### src/rtl/core/pcdf_pkg.sv
`timescale 1ns / 1ps
// ----------------------------------------------------------------------------
// pcdf_pkg: shared types and the CRC function of the packet CRC duplicate filter
// Beat formats, the controller state type and the bytewise CRC-32 update.
// ----------------------------------------------------------------------------
package pcdf_pkg;

	// Default number of stored CRCs in the history ring.
	localparam int HISTORY_DEPTH_DEF = 16;

	// Reflected CRC-32 polynomial.
	localparam logic [31:0] CRC_POLY = 32'hEDB88320;

	// Input opcodes.
	localparam logic OP_BYTE  = 1'b0;
	localparam logic OP_CLEAR = 1'b1;

	// One input beat.
	typedef struct packed {
		logic       opcode;
		logic [7:0] data_byte;
		logic       byte_present;
		logic       end_of_packet;
	} pcdf_in_t;

	// One result beat.
	typedef struct packed {
		logic [31:0] packet_crc;
		logic        is_unique;
		logic [3:0]  stored_slot;
	} pcdf_out_t;

	// Controller states.
	typedef enum logic [1:0] {
		ST_IDLE,
		ST_SCAN,
		ST_DONE
	} pcdf_state_t;

	// Folds one byte into a reflected CRC-32, one bit per step.
	function automatic logic [31:0] crc_byte(input logic [31:0] crc, input logic [7:0] b);
		logic [31:0] v;
		v = crc ^ {24'd0, b};
		for (int i = 0; i < 8; i++) begin
			v = v[0] ? ((v >> 1) ^ CRC_POLY) : (v >> 1);
		end
		return v;
	endfunction

endpackage

### src/rtl/core/pcdf_hist_ram.sv
`timescale 1ns / 1ps
// ----------------------------------------------------------------------------
// pcdf_hist_ram: history store of the duplicate filter
// Simple dual-port memory, one write and one read port, registered read data.
// ----------------------------------------------------------------------------
module pcdf_hist_ram #(
	parameter int DEPTH = 16,
	parameter int WIDTH = 32,
	localparam int ADDR_W = (DEPTH > 1) ? $clog2(DEPTH) : 1
) (
	input  logic              clk,
	input  logic              wr_en,
	input  logic [ADDR_W-1:0] wr_addr,
	input  logic [WIDTH-1:0]  wr_data,
	input  logic              rd_en,
	input  logic [ADDR_W-1:0] rd_addr,
	output logic [WIDTH-1:0]  rd_data
);

	logic [WIDTH-1:0] mem [DEPTH];

	// Write port.
	always_ff @(posedge clk) begin
		if (wr_en) begin
			mem[wr_addr] <= wr_data;
		end
	end

	// Read port; read data is registered.
	always_ff @(posedge clk) begin
		if (rd_en) begin
			rd_data <= mem[rd_addr];
		end
	end

endmodule

### src/rtl/core/packet_crc_dedup_filter.sv
`timescale 1ns / 1ps
// ----------------------------------------------------------------------------
// packet_crc_dedup_filter: CRC-32 keyed duplicate packet filter
// Runs a reflected CRC-32 over packet bytes and checks it against a history ring.
// ----------------------------------------------------------------------------
// Packet bytes are taken one per cycle while no check is running and folded
// into a reflected CRC-32 that starts at zero and has no final inversion. An
// end-of-packet beat starts a check: the stored CRCs are read from the history
// memory one per cycle over its single read port, and the input is stalled
// through the scan and until the result is loaded into the output register,
// which waits while the previous result is not yet taken. The scan covers the
// valid entries, at most HISTORY_DEPTH. A CRC that matches no entry is written
// into the ring at the next slot and reported unique. A clear beat empties the
// history and leaves a packet in progress untouched. The memory needs no
// clearing pass: only entries below the fill count are ever read.
module packet_crc_dedup_filter import pcdf_pkg::*; #(
	parameter int HISTORY_DEPTH = HISTORY_DEPTH_DEF
) (
	input  logic      clk,
	input  logic      arst_n,
	input  logic      item_valid,
	output logic      item_stall,
	input  pcdf_in_t  item,
	output logic      result_valid,
	input  logic      result_stall,
	output pcdf_out_t result
);

	localparam int IDX_W = (HISTORY_DEPTH > 1) ? $clog2(HISTORY_DEPTH) : 1;
	localparam int CNT_W = $clog2(HISTORY_DEPTH + 1);

	pcdf_state_t state_q, state_d;

	logic [31:0]      run_crc_q;
	logic [31:0]      chk_crc_q;
	logic [CNT_W-1:0] filled_q;
	logic [CNT_W-1:0] rd_cnt_q;
	logic [IDX_W-1:0] wr_slot_q;
	logic             match_q;
	logic             rd_pend_s1;
	logic             result_valid_q;
	pcdf_out_t        result_q;

	logic             accept;
	logic             rd_en;
	logic             out_free;
	logic             load_result;
	logic             wr_en;
	logic [31:0]      crc_next;
	logic [31:0]      rd_data;
	logic [IDX_W+3:0] slot_wide;

	// Handshake and datapath helpers.
	assign accept      = item_valid && !item_stall;
	assign out_free    = !result_valid_q || !result_stall;
	assign rd_en       = (state_q == ST_SCAN) && (rd_cnt_q != filled_q);
	assign load_result = (state_q == ST_DONE) && out_free;
	assign wr_en       = load_result && !match_q;
	assign crc_next    = item.byte_present ? crc_byte(run_crc_q, item.data_byte) : run_crc_q;
	assign slot_wide   = {4'd0, wr_slot_q};

	assign item_stall   = (state_q != ST_IDLE);
	assign result_valid = result_valid_q;
	assign result       = result_q;

	// History memory.
	pcdf_hist_ram #(
		.DEPTH(HISTORY_DEPTH),
		.WIDTH(32)
	) u_hist (
		.clk    (clk),
		.wr_en  (wr_en),
		.wr_addr(wr_slot_q),
		.wr_data(chk_crc_q),
		.rd_en  (rd_en),
		.rd_addr(rd_cnt_q[IDX_W-1:0]),
		.rd_data(rd_data)
	);

	// State register.
	always_ff @(posedge clk or negedge arst_n) begin
		if (!arst_n) begin
			state_q <= ST_IDLE;
		end else begin
			state_q <= state_d;
		end
	end

	// Next state.
	always_comb begin
		state_d = state_q;
		case (state_q)
			ST_IDLE: begin
				if (accept && item.opcode == OP_BYTE && item.end_of_packet) begin
					state_d = ST_SCAN;
				end
			end
			ST_SCAN: begin
				if (!rd_en && !rd_pend_s1) begin
					state_d = ST_DONE;
				end
			end
			ST_DONE: begin
				if (out_free) begin
					state_d = ST_IDLE;
				end
			end
			default: begin
				state_d = ST_IDLE;
			end
		endcase
	end

	// CRC accumulation, history control and scan bookkeeping.
	always_ff @(posedge clk or negedge arst_n) begin
		if (!arst_n) begin
			run_crc_q  <= '0;
			filled_q   <= '0;
			wr_slot_q  <= '0;
			rd_cnt_q   <= '0;
			match_q    <= 1'b0;
			rd_pend_s1 <= 1'b0;
		end else begin
			rd_pend_s1 <= rd_en;
			if (accept) begin
				if (item.opcode == OP_CLEAR) begin
					filled_q  <= '0;
					wr_slot_q <= '0;
				end else if (item.end_of_packet) begin
					run_crc_q <= '0;
					rd_cnt_q  <= '0;
					match_q   <= 1'b0;
				end else begin
					run_crc_q <= crc_next;
				end
			end
			if (rd_en) begin
				rd_cnt_q <= rd_cnt_q + 1'b1;
			end
			// Compare the entry read in the previous cycle.
			if (rd_pend_s1 && rd_data == chk_crc_q) begin
				match_q <= 1'b1;
			end
			// A unique CRC advances the ring.
			if (wr_en) begin
				if (wr_slot_q == IDX_W'(HISTORY_DEPTH - 1)) begin
					wr_slot_q <= '0;
				end else begin
					wr_slot_q <= wr_slot_q + 1'b1;
				end
				if (filled_q < CNT_W'(HISTORY_DEPTH)) begin
					filled_q <= filled_q + 1'b1;
				end
			end
		end
	end

	// CRC under check.
	always_ff @(posedge clk) begin
		if (accept && item.opcode == OP_BYTE && item.end_of_packet) begin
			chk_crc_q <= crc_next;
		end
	end

	// Output register.
	always_ff @(posedge clk or negedge arst_n) begin
		if (!arst_n) begin
			result_valid_q <= 1'b0;
		end else if (load_result) begin
			result_valid_q <= 1'b1;
		end else if (!result_stall) begin
			result_valid_q <= 1'b0;
		end
	end

	always_ff @(posedge clk) begin
		if (load_result) begin
			result_q.packet_crc  <= chk_crc_q;
			result_q.is_unique   <= !match_q;
			result_q.stored_slot <= match_q ? 4'd0 : slot_wide[3:0];
		end
	end

endmodule
### config.mk
export PLATFORM = sky130hd
export DESIGN_NAME = packet_crc_dedup_filter
export DESIGN_NICKNAME = d
export VERILOG_FILES = /design/src/rtl/core/pcdf_pkg.sv /design/src/rtl/core/pcdf_hist_ram.sv /design/src/rtl/core/packet_crc_dedup_filter.sv
export SDC_FILE = /design/constraint.sdc
export NUM_CORES = 1
export LEC_CHECK = 0
export ABC_AREA = 1
export CORE_AREA = 5 5 403 207
export DETAILED_ROUTE_END_ITERATION = 10
export DIE_AREA = 0 0 408 212
export DONT_BUFFER_PORTS = 1
export GPL_ROUTABILITY_DRIVEN = 0
export REMOVE_ABC_BUFFERS = 1
export SLEW_MARGIN = 5
export SYNTH_ARGS = -nofsm -noshare
export SYNTH_HDL_FRONTEND = slang
export SYNTH_SLANG_ARGS = --single-unit
### constraint.sdc
create_clock -name clk -period 4.9 [get_ports clk]
set_input_delay 0.49 -clock clk [delete_from_list [all_inputs] [get_ports clk]]
set_output_delay 0.49 -clock clk [all_outputs]
set_load 0.05 [all_outputs]
# Word level (Yosys, flattened, before mapping)
# Memory sizes are Yosys's and may differ from the RTL's. A register that Yosys moved wholly into a read port is not among the register bits.
# Cells that the tools add are included.
word_totals:
  ff_bits: 120
  ramBits: 512
  inputBits: 15
  word_cells: 100
  mem_count: 1
classes:
  addsub: 3
  order_cmp: 1
  n_eq_ne: 11
  muxes: 34
  n_bitwise: 10
  reduce_logical: 28
mem_list:
  columns: ["name", "words", "width", "rd", "rd_clocked_by_memory_dff", "write_ports", "line", "text"]
  rows:
  - ["u_hist.mem", 16, 32, 1, 1, 1, "pcdf_hist_ram.sv:20", "logic [WIDTH-1:0] mem [DEPTH];"]
ops:
  columns: ["cell", "n"]
  rows:
  - ["32-bit two-way mux", 10]
  - ["13-bit NOT with 14-bit output", 8]
  - ["5-bit two-way mux", 8]
  - ["32-bit equality test", 1]
  - ["32-bit by 8-bit bitwise XOR with 32-bit output", 1]
  - ["4-bit two-way mux", 4]
  - ["2-bit nonzero test", 7]
  - ["5-bit by 1-bit adder with 5-bit output (second input constant)", 2]
  - ["3-bit AND reduction", 3]
  - ["1-bit logical AND", 8]
  - ["1-bit two-way mux", 8]
  - ["2-bit by 1-bit inequality test with 1-bit output (second input constant)", 4]
  - ["1-bit logical NOT", 6]
  - ["2-bit two-way mux", 3]
  - ["2-bit case mux with 3 select lines", 1]
  - ["5-bit less-than comparator (second input constant)", 1]
  - ["5-bit inequality test", 1]
  - ["4-bit by 1-bit adder with 4-bit output (second input constant)", 1]
  - ["4-bit equality test (second input constant)", 1]
  - ["2-bit inequality test (second input constant)", 2]
  - ["2-bit AND reduction", 2]
  - ["2-bit by 1-bit equality test with 1-bit output (second input constant)", 1]
  - ["2-bit equality test (second input constant)", 1]
  - ["2-bit logical NOT", 1]
  - ["other kinds (2)", 2]

# Logic depth before layout (Yosys ltp)
# Gate-level depths: netlist of the first run.
depth:
  ltp_word: 19
  depth_mapped: 14

# Hierarchy
# Synthesis of the first run repeated with hierarchy kept, for this count alone.
unflattened:
  hier_cells: 2856
  area_unflattened_um2: 29595.9
modules_own_cells:
  columns: ["module", "instances", "cells_per_inst", "area_per_inst_um2", "seq_area_each_um2"]
  rows:
  - ["pcdf_hist_ram", 1, 2120, 23050.9, 16335.7]
  - ["packet_crc_dedup_filter", 1, 736, 6545.0, 3348.2]

# Worst setup path before layout of the first run
# No wires, ideal clock.
synth_timing:
  kind: "register to register"
  startpoint: "register result_valid_q (netlist: result_valid)"
  endpoint: "memory u_hist.mem[0][0], enable pin"
  t_arrival_ps: 4479
  setup_slack_ps: 0
  path_stages_with_launch: 8
  path_buffers: 0
  cell_sequence: "dfrtp_1 > nand2_1 > inv_1 > nor2_1 > nand2_1 > inv_1 > nand2_1 > nor2_1"
synth_via:
  elab_chain_len: 6
synth_rtl:
  columns: ["element", "line", "text"]
  rows:
  - ["start, declared", "packet_crc_dedup_filter.sv:41", "logic result_valid_q;"]
  - ["start signal, assigned", "packet_crc_dedup_filter.sv:168", "result_valid_q <= 1'b0;"]
  - ["start signal, assigned", "packet_crc_dedup_filter.sv:170", "result_valid_q <= 1'b1;"]
  - ["start signal, assigned", "packet_crc_dedup_filter.sv:172", "result_valid_q <= 1'b0;"]
  - ["1-bit logical NOT", "packet_crc_dedup_filter.sv:55", "assign out_free = !result_valid_q || !result_stall;"]
  - ["1-bit logical OR", "packet_crc_dedup_filter.sv:55", null]
  - ["1-bit logical AND", "packet_crc_dedup_filter.sv:57", "assign load_result = (state_q == ST_DONE) && out_free;"]
  - ["named net load_result", "packet_crc_dedup_filter.sv:47", "logic load_result;"]
  - ["1-bit logical AND", "packet_crc_dedup_filter.sv:58", "assign wr_en = load_result && !match_q;"]
  - ["1-bit two-way mux", "pcdf_hist_ram.sv:24", "if (wr_en) begin"]
  - ["1-bit two-way mux (implied by the code)", "pcdf_hist_ram.sv:25", "mem[wr_addr] <= wr_data;"]
  - ["end, declared", "pcdf_hist_ram.sv:20", null]
# The timed path passes the listed nets, and every way through them passes these cells.

# Final worst setup path of the first run
layout_timing:
  startpoint: "register result_valid_q (netlist: result_valid)"
  endpoint: "memory u_hist.mem[4][25], enable pin"
# The elaborated chain is that of the path after synthesis.

==> results of run 1 <==
-- worst max-delay path, stage by stage, from the launching register on --
cell	delay, ns
dfrtp_1	0.56
nand2_1	0.20
inv_1	0.10
nor2_4	0.09
nand2_1	0.17
inv_1	0.21
nand2_1	0.27
nor2_4	0.91
buf_4	0.32
-- cells in the final DEF (no fill, tap or decap), types with 4 or more instances in the layout --
cell type | synthesis | layout
nand3_1 | 73 | 73
xnor2_1 | 18 | 18
xor2_1 | 35 | 35
nor3_1 | 16 | 16
o221ai_1 | 91 | 91
bufinv_16 | 0 | 12
clkbuf_1 | 46 | 4
clkbuf_16 | 0 | 55
or2_2 | 5 | 5
inv_1 | 81 | 80
dfrtp_1 | 51 | 47
a31oi_1 | 4 | 4
mux2i_1 | 91 | 91
clkinv_2 | 0 | 13
clkinv_1 | 3 | 12
inv_2 | 12 | 13
ha_1 | 6 | 6
a21oi_1 | 8 | 8
buf_4 | 17 | 36
o211ai_1 | 24 | 24
a21oi_2 | 7 | 7
nand2_4 | 10 | 10
nand2_1 | 282 | 282
o22ai_1 | 24 | 24
nand2_2 | 21 | 21
o21ai_1 | 15 | 15
and2_1 | 4 | 4
edfxtp_1 | 613 | 613
o32ai_1 | 26 | 26
o21ai_0 | 152 | 152
nor2_1 | 254 | 237
nand4_1 | 5 | 5
nor2_4 | 3 | 20
-- cell families after synthesis --
logic type,Yosys count,share of synthesized area [%]
flip-flops,664,71.59
adder cells (fa/ha/maj),6,0.2730
buffers and inverters,208,3.713
XOR/XNOR,56,1.866
multiplexers,91,3.313
AND/OR/NAND/NOR,678,10.50
AO/OA/AOI/OAI,361,8.746
-- power groups by stage --
stage          registers (W)  logic (W)  clock network, W
2_1_floorplan        0.00788    0.00312                 0
3_3_place_gp         0.00781    0.00452                 0
3_5_place_dp         0.00782    0.00458                 0
4_1_cts              0.00771    0.00462           0.00489
5_1_grt              0.00777    0.00508           0.00514
6_report             0.00771    0.00466           0.00480
-- final timing paths --
check                              start           endpoint  slack, ns  cells after the start
setup / recovery            result_valid  u_hist.mem[4][25]       1.76                      8
hold / removal              result_stall       result_valid        0.1                      2
setup reg to reg            result_valid  u_hist.mem[4][25]       1.76                      8
min in group asynchronous         arst_n       run_crc_q[0]       0.42                      2
max in group asynchronous         arst_n        rd_cnt_q[0]       4.21                      2
hold reg to reg            run_crc_q[29]      run_crc_q[29]       0.49                      2
-- through the flow --
stage | power [W] | setup TNS, ns | setup WS, ns | area, µm²
3_3_place_gp | 0.01234 | 0 | 1.813 | 28660
2_1_floorplan | 0.01100 | -170.47 | -3.381 | 26850
3_5_place_dp | 0.01240 | 0 | 1.767 | 28660
5_1_grt | 0.01800 | 0 | 1.630 | 30630
4_1_cts | 0.01722 | 0 | 1.780 | 30630
6_report | 0.01716 | 0 | 1.758 | 30630
-- per-layer routing --
layer | up-vias | wire length [µm]
met3 | 87 | 6455
li1 | 7549 | -
met2 | 730 | 30140
met1 | 8700 | 35020
met5 | - | 11
met4 | 2 | 1226
-- synth_stat cells, types with 6 or more instances --
| library cell | number | area [µm²] |
|---|---|---|
| edfxtp_1 | 613 | 18410 |
| nand2_1 | 282 | 1059 |
| nor2_1 | 254 | 953.4 |
| o21ai_0 | 152 | 760.7 |
| mux2i_1 | 91 | 910.9 |
| o221ai_1 | 91 | 797.0 |
| inv_1 | 81 | 304.0 |
| nand3_1 | 73 | 365.4 |
| dfrtp_1 | 51 | 1276 |
| clkbuf_1 | 46 | 172.7 |
| xor2_1 | 35 | 306.5 |
| o32ai_1 | 26 | 227.7 |
| o211ai_1 | 24 | 180.2 |
| o22ai_1 | 24 | 150.1 |
| nand2_2 | 21 | 131.4 |
| buf_2 | 18 | 90.09 |
| xnor2_1 | 18 | 157.7 |
| buf_4 | 17 | 127.6 |
| nor3_1 | 16 | 80.08 |
| o21ai_1 | 15 | 75.07 |
| buf_6 | 13 | 146.4 |
| inv_2 | 12 | 45.04 |
| buf_1 | 10 | 37.54 |
| nand2_4 | 10 | 112.6 |
| a21oi_1 | 8 | 40.04 |
| a21oi_2 | 7 | 61.31 |
| ha_1 | 6 | 75.07 |
-- cell type report --
class / instances / area, µm² / share of cell area (%)
Antenna cell: 3 / 7.507 / 0.02451
Timing Repair Buffer: 41 / 367.9 / 1.201
Clock buffer: 59 / 1391 / 4.542
Tap cell: 1064 / 1331 / 4.346
Clock inverter: 42 / 540.5 / 1.764
Inverter: 99 / 379.1 / 1.238
Multi-Input combinational cell: 1192 / 6919 / 22.59
Sequential cell: 664 / 19700 / 64.30
-- sequential cells by signal (all words and copies together) (netlist names) --
| signal | cells |
|---|---|
| chk_crc_q | 32 |
| state_q | 2 |
| run_crc_q | 32 |
| wr_slot_q | 4 |
| rd_pend_s1 | 1 |
| filled_q | 5 |
| result | 37 |
| match_q | 1 |
| result_valid | 1 |
| rd_cnt_q | 5 |
| u_hist.mem | 512 |
| u_hist.rd_data | 32 |
-- timing repair --
action	in CTS	in global routing
hold buffers	2	0
setup buffers	0	0
endpoints found under the hold margin	51	0
==> results.toml, run 1 <==
[outcome]
outcome = "complete, no violations"

[clock_network]
cts_buffer_depth = 3
cts_root_buf = "clkbuf_16"
cts_tree = "done"
clk_latency_ns = 0.61
clk_pin_slew_ns = 0.07
cts_resized = 0
htreeDepth = 2
cts-buffers-inserted = 55
clock-sinks = 664

[power]
ir_drop_uv = 413.3
powerDensity_nw_per_um2 = 560.2
intPower_w = 0.01110
p_sw_share_pct = 35.34
p_comb_share_pct = 27.1
p_leak_nw = 10.43
pwr-share-seq_pct = 44.9
p_clk_share_pct = 28.0
switching_power_w = 0.006064

[detailed_routing]
wl_per_cell_um = 23.02
route.detailed.drc = 0
post_drt_via_cell_ratio = 5.394
drtPass1Iterations = 5
ant_nets = 0
drt_iter0_markers = 1746
wl_um = 72850
via_count = 17070

[setup_path]
criticalPathCategory = "flip-flop to flip-flop"
worstSetupEndpointType = "flip-flop"
required_ns = 5.22
arrival_ns = 3.46
cp-start-kind = "flip-flop"
critical_path.max_fanout = 21

[synthesis]
yosys_warnings = 0
yosys_register_bits = 664
synth.cell_area_um2 = 27500
postSynthCellCount = 2064
yosysSeqAreaShare_pct = 71.59
synth_edf_count = 613
ys_types = 47
synth_ff_type = "edfxtp_1"
async_flop_share_pct = 7.681
avgSynthCellArea_um2 = 13.32

[die]
pin_count = 54
die_x_um = 408
start_util_pct = 34.33
core_area_um2 = 80090
die_height_um = 212
row_count = 74
dieArea_um2 = 86500

[grt]
grt_pass1_wl_um = 107900
met3_usage_pct = 3.711
grt_pass1_vias = 16290
grt_max_degree = 148
overflow = 0
antenna_found_initial = 4
grt.busiest_layer = "met1"
grtUsageTotal_pct = 16.48
use_met2_pct = 23.25
grtUsageMet1_pct = 26.03

[timing]
slew_headroom_pct = 23.54
fmax_mhz = 318.2
timing.final.max_slew_violations = 0
rsz0062_at_grt = "no"
post-route-min-period_ns = 3.143
setup_viol_count_final = 0
worstMarginPinSlew_ns = 1.145
hold_viol = 0
fin_hold_ws_ns = 0.09887
fin_skew_ns = 0.02393
fin_crit_sh_pct = 64.13

[placed_design]
port-buffer-count = 0
dp_hpwl_um = 43260
dp_cells = 3058

[layout]
area_growth_syn_to_layout_pct = 11.41
instances_no_fill = 3164
utilization_pct = 38.25
drive_above_1_share_pct = 10.59
fillCellCount = 7437
layout.nets = 2074

[job]
maxCapViolations = 0

[min_path]
hold_class = "input port to flip-flop"
(Power assumes the default switching activity.)
==> run 2, diff against run 1 <==
Clock period 4.9 ns to 2.6 ns, I/O delays scaled along.
==> run 2 against run 1 <==
Against the previous run: wire length increased by 6.3%; critical path depth did not move; core utilization rose by 0.76 points; clock skew grew 0.0025 ns; critical endpoint is now u_hist.mem[1][8]; critical path type unchanged; cell area rose by 2.0%.
==> results.toml, run 2 (same netlist as run 1, synthesis figures left out) <==
[detailed_routing]
wl_um = 77480
route.detailed.drc = 0
wl_per_cell_um = 23.99
ant_nets = 0
drt_iter0_markers = 2420
drtPass1Iterations = 5
via_count = 17200
post_drt_via_cell_ratio = 5.328

[layout]
finalInstanceArea_um2 = 31240
most-common-layout-cells = "edfxtp_1, nand2_1, nor2_1, o21ai_0"
layout.nets = 2141
area_growth_syn_to_layout_pct = 13.62
largest_register_ffs = 512
layout_commonest_cell = "edfxtp_1"
drive_above_1_share_pct = 12.75
diodes = 0
fillCellCount = 7379
instances_no_fill = 3229
regMostFlops = "u_hist.mem"

[setup_path]
reg2regPathDepth = 8
worstSetupEndpointType = "flip-flop"
cp-start-kind = "flip-flop"
required_ns = 2.91
criticalPathCategory = "flip-flop to flip-flop"
critical_path.max_fanout = 10
arrival_ns = 2.57

[die]
dieArea_um2 = 86500
row_count = 74
core_area_um2 = 80090
die_x_um = 408
start_util_pct = 34.33
pin_count = 54
die_height_um = 212

[timing]
worst_slack_ns = 0.3376
worstMarginPinSlew_ns = 0.7644
timing.final.max_slew_violations = 0
fin_hold_ws_ns = 0.05066
fin_crit_sh_pct = 87.02
fin_skew_ns = 0.02638
fmax_mhz = 442.0
rsz0062_at_grt = "no"
post-route-min-period_ns = 2.262
hold_viol = 0
setup_viol_count_final = 0
slew_headroom_pct = 49.04

[clock_network]
cts-buffers-inserted = 55
clk_latency_ns = 0.62
cts_buffer_depth = 3
cts_root_buf = "clkbuf_16"
cts_tree = "done"
htreeDepth = 2
clock-sinks = 664
clk_pin_slew_ns = 0.08

[placed_design]
place_worst_setup_slack_ns = 0.3554
dp_cells = 3121
dp_hpwl_um = 50290
port-buffer-count = 0
place_area_um2 = 29330

[outcome]
outcome = "complete, no violations"

[grt]
grt_pass1_wl_um = 112700
grt_max_degree = 70
grtUsageTotal_pct = 17.54
antenna_found_initial = 3
grt_pass1_vias = 16330
overflow = 0

[power]
ir_drop_uv = 797.4
powerDensity_nw_per_um2 = 1050
p_leak_nw = 10.76

[job]
maxCapViolations = 0

[min_path]
hold_class = "input port to flip-flop"
hold_path_depth = 4
## run 2: repair_timing
action | 4_1_cts | 5_1_grt
hold buffers | 6 | 0
setup buffers | 0 | 0
resized for setup | 0 | 0
setup endpoints to repair | 0 | 0
hold endpoints to repair | 98 | 0
## run 2: layout make-up
class | instances | area (µm²) | share of cell area, %
Timing Repair Buffer | 108 | 1091 | 3.492
Clock buffer | 69 | 1439 | 4.606
Sequential cell | 664 | 19700 | 63.04
Inverter | 99 | 379.1 | 1.213
Clock inverter | 33 | 386.6 | 1.237
Tap cell | 1064 | 1331 | 4.261
Multi-Input combinational cell | 1192 | 6919 | 22.15
## run 2: final timing paths
kind | start | endpoint | slack (ns)
min in group asynchronous | arst_n | run_crc_q[1] | 0.17
setup / recovery | state_q[0] | u_hist.mem[1][8] | 0.34
hold reg to reg | run_crc_q[29] | run_crc_q[29] | 0.49
setup reg to reg | state_q[0] | u_hist.mem[1][8] | 0.34
max in group asynchronous | arst_n | rd_cnt_q[2] | 2.15
hold / removal | item[1] | run_crc_q[17] | 0.05
## run 2: per-stage QoR
stage	util, %	TNS [ns]	total power (W)
final	39.01	0	0.03282
after global routing	39.01	0	0.03441
after CTS	39.01	0	0.03279
after detailed placement	36.62	0	0.02416
after global placement	36.62	0	0.02401
after floorplan	-	-1508.56	0.02018
## run 2: power breakdown
part	leakage, nW	internal, W	total [W]	switching (W)
registers	6.21	0.0130	0.0142	0.00114
logic	3.67	0.00320	0.0100	0.00680
clock network	0.885	0.00473	0.00863	0.00390
## run 2: critical path: stages, from the launching register on
cell and delay (ns):
dfrtp_1 0.41, inv_2 0.08, nand2_1 0.10, nor2_4 0.13, nand2_1 0.17, inv_1 0.20, nand2_1 0.27, nor2_4 0.37
buf_4 0.23
## run 2: routing by layer
metal,global-route usage [%],wire length [µm],vias up
li1,-,-,7663
met1,27.16,36270,8645
met2,23.31,30380,807
met3,6.675,9434,87
met4,3.147,1381,2
met5,0,11,-
==> run 3, diff against run 2 <==
Settings changed: CORE_AREA 5 5 403 207 to 5 5 230 232, DIE_AREA 0 0 408 212 to 0 0 235 237, PLACE_DENSITY_LB_ADDON set to 0.12.
==> run 3 against run 2 <==
Against the previous run: clock power is 8.7% higher; total power is 0.45% higher; via count is 1.8% lower; combinational power is 6% lower; die area is 36% lower; global-route usage is 7.2 points higher.
==> results.toml, run 3 (same netlist as run 1, synthesis figures left out) <==
[die]
dieArea_um2 = 55700
row_count = 83
core_area_um2 = 50780
start_util_pct = 54.15
pin_count = 54
die_x_um = 235
die_height_um = 237

[layout]
drive_above_1_share_pct = 12.79
finalInstanceArea_um2 = 31000
most-common-layout-cells = "edfxtp_1, nand2_1, nor2_1, o21ai_0"
largest_register_ffs = 512
layout.nets = 2142
diodes = 0
utilization_pct = 61.05
regMostFlops = "u_hist.mem"
layout_commonest_cell = "edfxtp_1"
area_growth_syn_to_layout_pct = 12.75

[grt]
overflow = 0
grt_pass1_vias = 16600
antenna_found_initial = 0
grt_pass1_wl_um = 104500
grtUsageTotal_pct = 24.79
grt_max_degree = 105

[power]
finalPower_w = 0.03296
p_leak_nw = 10.86
switching_power_w = 0.01136
p_sw_share_pct = 34.45
p_clk_share_pct = 28.4
intPower_w = 0.02161
p_comb_share_pct = 28.6
pwr-share-seq_pct = 42.9
powerDensity_nw_per_um2 = 1063
ir_drop_uv = 697.7

[clock_network]
clock-sinks = 664
cts_root_buf = "clkbuf_16"
clk_latency_ns = 0.59
postCtsSetupRepairBufs = 0
cts_tree = "done"
cts-buffers-inserted = 69
cts_buffer_depth = 3
clk_pin_slew_ns = 0.06
htreeDepth = 3

[setup_path]
critical_path.max_fanout = 26
rr_endpoint = "u_hist.mem[0][18]"
slowest_delay_ns = 0.40
required_ns = 2.88
arrival_ns = 2.48
criticalPathCategory = "flip-flop to flip-flop"
reg2regPathDepth = 8
rr_startpoint = "state_q[0]"
worstSetupEndpointType = "flip-flop"
cp-start-kind = "flip-flop"
cp_slowest_cell = "dfrtp_1"
path_cells = "inv_2, nand2_1, nor2_4, nand2_1, inv_1, nand2_1, nor2_4, buf_12"
path_common_cell = "nand2_1"
worst-r2r-setup-slack_ns = 0.40

[detailed_routing]
route.detailed.drc = 0
wl_per_cell_um = 24.55
drt_iter0_markers = 1806
post_drt_via_cell_ratio = 5.924
via_count = 16900
ant_nets = 0
drtPass1Iterations = 6
wl_um = 70050

[min_path]
worstHoldStart = "item[10]"
hold_end = "run_crc_q[6]"
hold_path_depth = 3
hold_class = "input port to flip-flop"

[placed_design]
place_area_um2 = 28770
dp_hpwl_um = 41490
port-buffer-count = 0

[timing]
fmax_mhz = 454.0
rsz0062_at_grt = "no"
timing.final.max_slew_violations = 0
post-route-min-period_ns = 2.203
fin_skew_ns = 0.01857
worstMarginPinSlew_ns = 0.8043
hold_viol = 0
fin_hold_ws_ns = 0.06741
fin_crit_sh_pct = 84.71
setup_viol_count_final = 0
slew_headroom_pct = 46.38
fin_setup_tns_ns = 0

[job]
maxCapViolations = 0

[outcome]
outcome = "complete, no violations"
[run 3: timing repair]
item / 4_1_cts / 5_1_grt
gates resized for setup: 0 / 0
hold buffers: 7 / 0
hold endpoints to repair: 104 / 0
[run 3: routing by layer]
| metal | track usage (%) | wire, µm | part of all wire [%] |
|---|---|---|---|
| met1 | 34.69 | 29770 | 43 |
| met5 | 0 | 0 | 0 |
| met4 | 8.335 | 2006 | 2.9 |
| met3 | 5.229 | 5246 | 7.5 |
| met2 | 39.31 | 33030 | 47 |
[run 3: power groups by stage]
stage | clock network [W] | registers, W | logic (W)
5_1_grt | 0.00999 | 0.0142 | 0.0103
6_report | 0.00938 | 0.0141 | 0.00944
3_3_place_gp | 0 | 0.0143 | 0.00920
4_1_cts | 0.00953 | 0.0141 | 0.00946
3_5_place_dp | 0 | 0.0143 | 0.00938
2_1_floorplan | 0 | 0.0148 | 0.00539
[run 3: layout make-up]
class                      count  area, µm²
tap                          680      850.8
timing repair buffer          95       1021
inverter                      99      379.1
fill                        3897      19780
sequential                   664      19700
clock buffer                  92       1928
clock inverter                31      209.0
multi-input combinational   1192       6919
[run 3: how the worst max path moves through the flow]
stage	endpoint	from	depth (start not counted)	slack (ns)
after global routing	u_hist.mem[0][13]	state_q[0]	8	0.30
after CTS	u_hist.mem[0][5]	state_q[0]	8	0.42
after detailed placement	u_hist.mem[0][3]	state_q[0]	8	0.43
final	u_hist.mem[0][18]	state_q[0]	8	0.40
after global placement	u_hist.mem[0][0]	state_q[0]	8	0.46
after floorplan	u_hist.rd_data[0]	rd_cnt_q[0]	5	-5.68
[run 3: worst max-delay path, delay by kind of cell (launching register included)]
family                 cells  cell delay (ns)
buffers and inverters      3             0.50
flip-flops                 1             0.40
AND/OR/NAND/NOR            5             0.97
[run 3: per-stage QoR]
step	setup WS (ns)	cells
2_1_floorplan	-5.681	1955
3_3_place_gp	0.4618	2723
3_5_place_dp	0.4309	2723
4_1_cts	0.4189	2853
5_1_grt	0.2959	2853
6_report	0.3974	2853
